===== src/isort_pkg.sv =====
`timescale 1ns / 1ps
package isort_pkg;

	localparam int VALUE_W       = 20;
	localparam int DEPTH_DEFAULT = 64;

	typedef enum logic {
		ST_FILL,
		ST_DRAIN
	} isort_state_t;

	// per-cycle command broadcast along the chain
	typedef struct packed {
		logic ins;
		logic shift;
	} isort_ctrl_t;

endpackage


===== src/isort_cell.sv =====
`timescale 1ns / 1ps
module isort_cell (
	input  logic                                clk,
	input  isort_pkg::isort_ctrl_t              ctrl,
	input  logic                                occ,
	input  logic [isort_pkg::VALUE_W-1:0]       din,
	input  logic [isort_pkg::VALUE_W-1:0]       left_val,
	input  logic                                left_gt,
	input  logic [isort_pkg::VALUE_W-1:0]       right_val,
	output logic [isort_pkg::VALUE_W-1:0]       val,
	output logic                                gt
);

	logic [isort_pkg::VALUE_W-1:0] val_q;

	// an empty cell counts as greater than anything
	assign gt  = !occ || (val_q > din);
	assign val = val_q;

	always_ff @(posedge clk) begin
		if (ctrl.ins && gt) begin
			val_q <= left_gt ? left_val : din;
		end else if (ctrl.shift) begin
			val_q <= right_val;
		end
	end

endmodule


===== src/insertion_sorter_unit.sv =====
`timescale 1ns / 1ps
// channel | direction | words           | handshake
// in      | input     | value, last     | in_valid / in_ready
// out     | output    | value_res, last_out, overflow | out_valid / out_ready
//
// one input word per cycle while filling; every cell compares the word at once
// and the greater stored values move one cell along the chain.
// a word with last set starts a drain of the n words held (n = 1..DEPTH), one
// result per cycle out of cell 0 while out_ready is high; input is held off
// during the drain. reset clears the fill count, the drop flag and the state;
// no clearing pass. output stalls simply hold the chain in place.
module insertion_sorter_unit #(
	parameter int DEPTH = isort_pkg::DEPTH_DEFAULT
) (
	input  logic                          clk,
	input  logic                          arst_n,
	input  logic                          in_valid,
	output logic                          in_ready,
	input  logic [isort_pkg::VALUE_W-1:0] value,
	input  logic                          last,
	output logic                          out_valid,
	input  logic                          out_ready,
	output logic [isort_pkg::VALUE_W-1:0] value_res,
	output logic                          last_out,
	output logic                          overflow
);

	localparam int CW = $clog2(DEPTH + 1);

	isort_pkg::isort_state_t state_q, state_d;
	logic [CW-1:0]           count_q;
	logic                    drop_q;
	isort_pkg::isort_ctrl_t  ctrl;

	logic [isort_pkg::VALUE_W-1:0] cell_val [DEPTH];
	logic [DEPTH-1:0]              cell_gt;
	logic [DEPTH-1:0]              cell_occ;

	logic accept, full, pop, final_pop;

	assign full      = (count_q == CW'(DEPTH));
	assign in_ready  = (state_q == isort_pkg::ST_FILL);
	assign out_valid = (state_q == isort_pkg::ST_DRAIN);
	assign accept    = in_valid && in_ready;
	assign pop       = out_valid && out_ready;
	assign final_pop = pop && (count_q == CW'(1));

	assign ctrl.ins   = accept && !full;
	assign ctrl.shift = pop;

	assign value_res = cell_val[0];
	assign last_out  = (count_q == CW'(1));
	assign overflow  = drop_q;

	genvar i;
	generate
		for (i = 0; i < DEPTH; i++) begin : g_cell
			logic [isort_pkg::VALUE_W-1:0] lv, rv;
			logic                          lg;

			assign cell_occ[i] = (CW'(i) < count_q);

			if (i == 0) begin : g_first
				assign lv = value;
				assign lg = 1'b0;
			end else begin : g_mid
				assign lv = cell_val[i-1];
				assign lg = cell_gt[i-1];
			end

			if (i == DEPTH - 1) begin : g_end
				assign rv = cell_val[i];
			end else begin : g_inner
				assign rv = cell_val[i+1];
			end

			isort_cell u_cell (
				.clk       (clk),
				.ctrl      (ctrl),
				.occ       (cell_occ[i]),
				.din       (value),
				.left_val  (lv),
				.left_gt   (lg),
				.right_val (rv),
				.val       (cell_val[i]),
				.gt        (cell_gt[i])
			);
		end
	endgenerate

	always_ff @(posedge clk or negedge arst_n) begin
		if (!arst_n) begin
			state_q <= isort_pkg::ST_FILL;
			count_q <= '0;
			drop_q  <= 1'b0;
		end else begin
			state_q <= state_d;
			if (ctrl.ins) begin
				count_q <= count_q + CW'(1);
			end else if (pop) begin
				count_q <= count_q - CW'(1);
			end
			if (accept && full) begin
				drop_q <= 1'b1;
			end else if (final_pop) begin
				drop_q <= 1'b0;
			end
		end
	end

	always_comb begin
		state_d = state_q;
		case (state_q)
			isort_pkg::ST_FILL: begin
				if (accept && last) begin
					state_d = isort_pkg::ST_DRAIN;
				end
			end
			isort_pkg::ST_DRAIN: begin
				if (final_pop) begin
					state_d = isort_pkg::ST_FILL;
				end
			end
			default: state_d = isort_pkg::ST_FILL;
		endcase
	end

endmodule


===== config.mk =====
export PLATFORM = sky130hd
export DESIGN_NAME = insertion_sorter_unit
export DESIGN_NICKNAME = d
export VERILOG_FILES = /design/src/isort_pkg.sv /design/src/isort_cell.sv /design/src/insertion_sorter_unit.sv
export SDC_FILE = /design/constraint.sdc
export NUM_CORES = 2
export LEC_CHECK = 0
export BUFFER_PORTS_ARGS = -buffer_cell sky130_fd_sc_hd__buf_4
export CAP_MARGIN = 25
export CORE_MARGIN = 2
export CORE_UTILIZATION = 34
export CTS_CLUSTER_SIZE = 14
export DETAILED_ROUTE_END_ITERATION = 8
export HOLD_SLACK_MARGIN = 0.06
export PLACE_DENSITY_LB_ADDON = 0.12
export SLEW_MARGIN = 10
export SYNTH_ARGS = -nofsm -noshare
export SYNTH_HDL_FRONTEND = slang
export SYNTH_SLANG_ARGS = --single-unit

===== constraint.sdc =====
create_clock -name clk -period 5.65 [get_ports clk]
set_input_delay 0.565 -clock clk [delete_from_list [all_inputs] [get_ports clk]]
set_output_delay 0.565 -clock clk [all_outputs]
set_load 0.005 [all_outputs]

== Word-level counts from Yosys, hierarchy flattened ==
Index checks and enable logic that the tools add are counted.

* Add/subtract/negate cells: 2
* $lt $le $gt $ge: 128
* Equal/unequal tests: 2
* Muxes and demuxes: 196
* Bitwise logic cells: 1
* Reductions and logical operators: 264

{| class="wikitable"
|+ Operator list
! operator !! number
|-
| $mux W20 || 189
|-
| $gt A20 B20 Y1 || 64
|-
| $lt A6 B7 Y1 const A || 32
|-
| $reduce_bool A2 Y1 || 65
|-
| $lt A5 B7 Y1 const A || 16
|-
| $logic_and A1 B1 Y1 || 70
|-
| $logic_not A1 Y1 || 65
|-
| $logic_or A1 B1 Y1 || 64
|-
| $lt A4 B7 Y1 const A || 8
|-
| $lt A3 B7 Y1 const A || 4
|-
| $lt A1 B7 Y1 const A || 2
|-
| $lt A2 B7 Y1 const A || 2
|-
| $mux W7 || 2
|-
| $add A7 B1 Y7 const B || 1
|-
| $eq A7 B1 Y1 const B || 1
|-
| $eq A7 B7 Y1 const B || 1
|-
| $sub A7 B1 Y7 const B || 1
|-
| $mux W1 || 4
|-
| $pmux W1 S2 || 1
|-
| $not A1 Y1 || 1
|}

* Register bits: 1289
* Bits of input ports: 25
* Output and inout bits: 24
* Logic and storage cells: 660

== Longest topological paths before layout ==
* Depth after elaboration: 5
* Gate-level depth with buffers: 13
* Gate-level depth less buffers: 9

== Cells and area by module ==
From an unflattened synthesis, not the netlist that was laid out.

* Cells, all modules: 10409
* Area, all modules: 108096.2 um^2

{| class="wikitable"
|+ Modules (own cells, without submodules)
! module !! instances !! cells an instance !! area an instance (um^2) !! sequential area each (um^2)
|-
| isort_cell || 64 || 160 || 1670.4 || 600.6
|-
| insertion_sorter_unit || 1 || 169 || 1193.6 || 225.2
|}

== Least setup slack after synthesis ==
No wires, ideal clock.

* Kind: input to register
* From: input value[18] in the netlist's numbering
* To: register g_cell[21].u_cell.val_q (netlist bit g_cell[21].u_cell.val[0]) (enable)
* Setup time: 0.425 ns
* Data arrival time: 5.268 ns
* Data required time: 5.225 ns
* Path slack: -0.043 ns
* Stages: 8
* Path buffers: 1
* Cells stage by stage: clkinv_1 ha_1 nand4_1 or4_1 o211ai_1 nand2_1 buf_2 o21ai_0

* Cells in the longest elaborated chain, start to end: 4

{| class="wikitable"
|+ RTL lines
! element !! line !! source
|-
| from (decl) || insertion_sorter_unit.sv:19 || <nowiki>input logic [isort_pkg::VALUE_W-1:0] value,</nowiki>
|-
| $gt A20 B20 Y1 || isort_cell.sv:17 || <nowiki>assign gt = !occ || (val_q > din);</nowiki>
|-
| $logic_or A1 B1 Y1 || isort_cell.sv:17 ||
|-
| $logic_and A1 B1 Y1 || isort_cell.sv:21 || <nowiki>if (ctrl.ins && gt) begin</nowiki>
|-
| $reduce_bool A2 Y1 (no line) || - ||
|-
| to (signal assigned) || isort_cell.sv:22 || <nowiki>val_q <= left_gt ? left_val : din;</nowiki>
|-
| to (signal assigned) || isort_cell.sv:24 || <nowiki>val_q <= right_val;</nowiki>
|-
| to (decl) || isort_cell.sv:14 || <nowiki>logic [isort_pkg::VALUE_W-1:0] val_q;</nowiki>
|}

Every way passes these cells.
A chain may end at the register's enable or synchronous reset.

== Worst setup path in the final report ==
* From: input value[18] in the netlist's numbering
* To: register g_cell[25].u_cell.val_q (netlist bit g_cell[25].u_cell.val[5]) (data pin)

* Cells in the longest elaborated chain, start to end: 4
* Elaborated cells on any way between the ends: 7
* Classes of those cells: order compare: 2; mux: 2; reduce/logical: 3

{| class="wikitable"
|+ RTL lines
! element !! line
|-
| $gt A20 B20 Y1 || isort_cell.sv:17
|-
| $logic_or A1 B1 Y1 || isort_cell.sv:17
|-
| $mux W20 / $logic_and A1 B1 Y1 (equally long branches) || isort_cell.sv:22, isort_cell.sv:21
|-
| $mux W20 (*) || isort_cell.sv:21
|-
| to (signal assigned) || isort_cell.sv:22
|-
| to (signal assigned) || isort_cell.sv:24
|-
| to (decl) || isort_cell.sv:14
|}

Every way passes the cells marked *; elsewhere a longest branch is shown, timed or not.

==> impl_metrics.csv <==
group,metric,value,unit
run_status,status,"finished, final reports clean",
clock_tree,clkLatencyLatePin,0.89,ns
cells_and_area,final_common_cell,"nand2_1",
synth,synth-main-ff-cell,"edfxtp_1",
drt,viasPerCell,6.00,
cells_and_area,area_growth,11.4,%
drt,dr_total_vias,85600,
timing,tightest_slew,1.11,ns
synth,synth_edf_count,1280,
clock_tree,root_buffer,"clkbuf_16",
placement,gp_congestion,0.882,
synth,ys_ff_latch,1289,
placement,port_buffers,48,
drt,drtIter0Drc,8809,
global_route,grt_busiest_layer,"met2",
die,rows,200,
min_path,hp-class,"in2reg",
pwr,cellLeakagePower,46.1,nW
placement,dp_hpwl,296000,µm
timing,rsz0062_at_grt,"no",
drt,drc,0,
drt,postRouteAntennaNets,0,
timing,tns,0,ns
synth,ys_seq_area_frac,0.382,
global_route,grt-ovfl-total,0,
critical_path,startpoint,"value[18]",
timing,max_freq,226,MHz
timing,final-setup-viol-count,0,
clock_tree,path_clk_slew,0.06,ns
synth,synth_nets,11600,
timing,fin_crit_sh,0.784,
timing,skew,0.0626,ns
timing,fin_crit,4.43,ns
clock_tree,clock_path_buffers,4,
global_route,grt_pass1_wl,595000,µm
clock_tree,cts-htree-levels,4,
global_route,track_usage,0.264,
global_route,use_met3,0.0354,
die,initial_core_util,0.341,
cells_and_area,instances_no_fill,14300,
timing,timing.hold.ws,0.395,ns
cells_and_area,drive_gt1_frac,0.172,
critical_path,reg2reg_depth,9,
global_route,grt_pass1_vias,84000,
synth,async_flop_share,0.00698,
global_route,grt_max_degree,56,
drt,drt-wirelength-per-cell,28.8,µm
drt,drt_first_pass_iters,6,
cells_and_area,final_cell_mix,"nand2_1, ha_1, edfxtp_1",
clock_tree,numCtsBuffers,171,
global_route,grt.met1_usage,0.359,
die,die_area,0.302,mm²
placement,dp_slack,0.787,ns
global_route,use_met2,0.428,
critical_path,reg2reg_to,"g_cell[1].u_cell.val[4]$_DFFE_PP_",
critical_path,end_kind,"flip-flop",
critical_path,arrival,5.07,ns
timing,finalWorstSetupSlack,1.22,ns
placement,place_inst,14000,
synth,syn_inst,10300,
synth,syn_area_per_cell,9.84,µm²
die,io_pins,49,
drt,drt-total-wl,411000,µm
critical_path,reg2reg_slack,1.29,ns
pwr,power.density,538,mW/mm²
synth,synth_area,0.101,mm²
timing,finalHoldViolCount,0,
die,core-area,0.297,mm²
timing,maxSlewViolCount,0,
synth,synth_cell_type_count,78,
critical_path,cp-endpoint,"g_cell[25].u_cell.val[5]$_DFFE_PP_",
pwr,ir_drop,0.298,mV
clock_tree,cts_tree,"done",
critical_path,crit_type,"in2reg",
die,die_y,550,µm
clock_tree,clock-sinks,1289,
synth,yosys_warnings,0,
critical_path,required,6.29,ns
critical_path,rr_startpoint,"count_q[4]$_DFFE_PN0P_",
die,die_w,550,µm
global_route,antenna_found_initial,17,
timing,relSlewSlack,0.261,
flow_run,cap_viol_max_count,0,
critical_path,startpoint_type,"input pin",
cells_and_area,fin_nets,11500,
critical_path,worstPathMaxFanout,26,
[synth_stat cells (18+ instances only)]
master	number	area, µm²
a2bb2oi_1	85	744
a22o_1	39	342
mux2_2	956	10800
nand2_1	2043	7670
inv_1	135	507
ha_1	1284	16100
buf_2	151	756
o22ai_1	654	4090
o32ai_1	171	1500
a21oi_1	684	3420
a21o_1	163	1220
clkbuf_1	515	1930
clkinv_1	19	71.3
nand3_1	123	616
and3_1	41	257
and2_1	51	319
nor3_1	68	340
edfxtp_1	1280	38400
nand4_1	270	1690
nor4_1	62	388
o21ai_0	429	2150
nor2_1	241	905
mux2_1	18	203
a31oi_1	104	651
o211ai_1	18	135
o21ai_1	59	295
mux2i_1	267	2670
a32oi_1	20	175
buf_4	34	255
a211oi_1	56	420
mux2_4	19	285
o21a_1	20	150
[cells by family after synthesis]
group                    synth area share
flip-flops                          0.382
adder cells (fa/ha/maj)             0.159
multiplexers                        0.138
buffers and inverters              0.0361
AND/OR/NAND/NOR                     0.127
AO/OA/AOI/OAI                       0.158
XOR/XNOR                         0.000519
[critical path: stages]
cell and delay [ns]:
dlygate4sd3_1 0.54, buf_4 0.17, inv_6 0.27, buf_12 0.29, buf_4 0.21, ha_1 0.16
nand4_1 0.23, nor4_1 0.65, a21oi_1 0.18, and3_1 0.36, nor2_1 0.65, buf_4 0.35
mux2_2 0.35
[worst min path at each step]
stage	from	to	slack, ns	cells after the start
global route	value[0]	g_cell[5].u_cell.val[0]$_DFFE_PP_	0.39	3
floorplan	arst_n	count_q[0]$_DFFE_PN0P_	0.27	0
detailed placement	arst_n	out_valid$_DFF_PN0_	0.43	1
global placement	arst_n	overflow$_DFFE_PN0P_	0.43	1
finish	value[12]	g_cell[32].u_cell.val[12]$_DFFE_PP_	0.39	4
CTS	value[0]	g_cell[5].u_cell.val[0]$_DFFE_PP_	0.34	3
[power breakdown]
part / internal [W] / switching (W)
registers: 0.0160 / 0.00459
clock network: 0.00619 / 0.00464
logic: 0.0116 / 0.0176
total: 0.0338 / 0.0269
[per-stage QoR]
step	power [W]	utilization	instance area, µm²
after CTS	0.0604	0.380	113000
after global placement	0.0487	0.361	107000
final	0.0607	0.380	113000
after global routing	0.0644	0.380	113000
after floorplan	0.0385	-	101000
after detailed placement	0.0495	0.362	107000
[metal layers]
metal | up-vias | wire length (µm)
met5 | - | 41
met4 | 6 | 16100
met3 | 741 | 27200
met2 | 3328 | 188000
met1 | 42500 | 180000
li1 | 39100 | -
[sequential cells by signal, indices dropped and copies added (netlist names)]
signal / cells
g_cell.u_cell.val: 1280
overflow: 1
count_q: 7
out_valid: 1
[repair_timing]
action                                 in CTS  in global routing
hold buffers                                7                  0
endpoints found under the hold margin      12                  0
setup buffers                               0                  0
resized for setup                           0                  0
[final cells by class]
cell class	count	area, µm²
tap	3939	4930
fill	29300	184000
inverter	154	673
timing repair buffer	475	4100
clock buffer	213	4600
antenna	4	10.0
sequential	1289	38700
clock inverter	84	659
multi-input combinational	8119	59100
(Power assumes the default switching activity.)
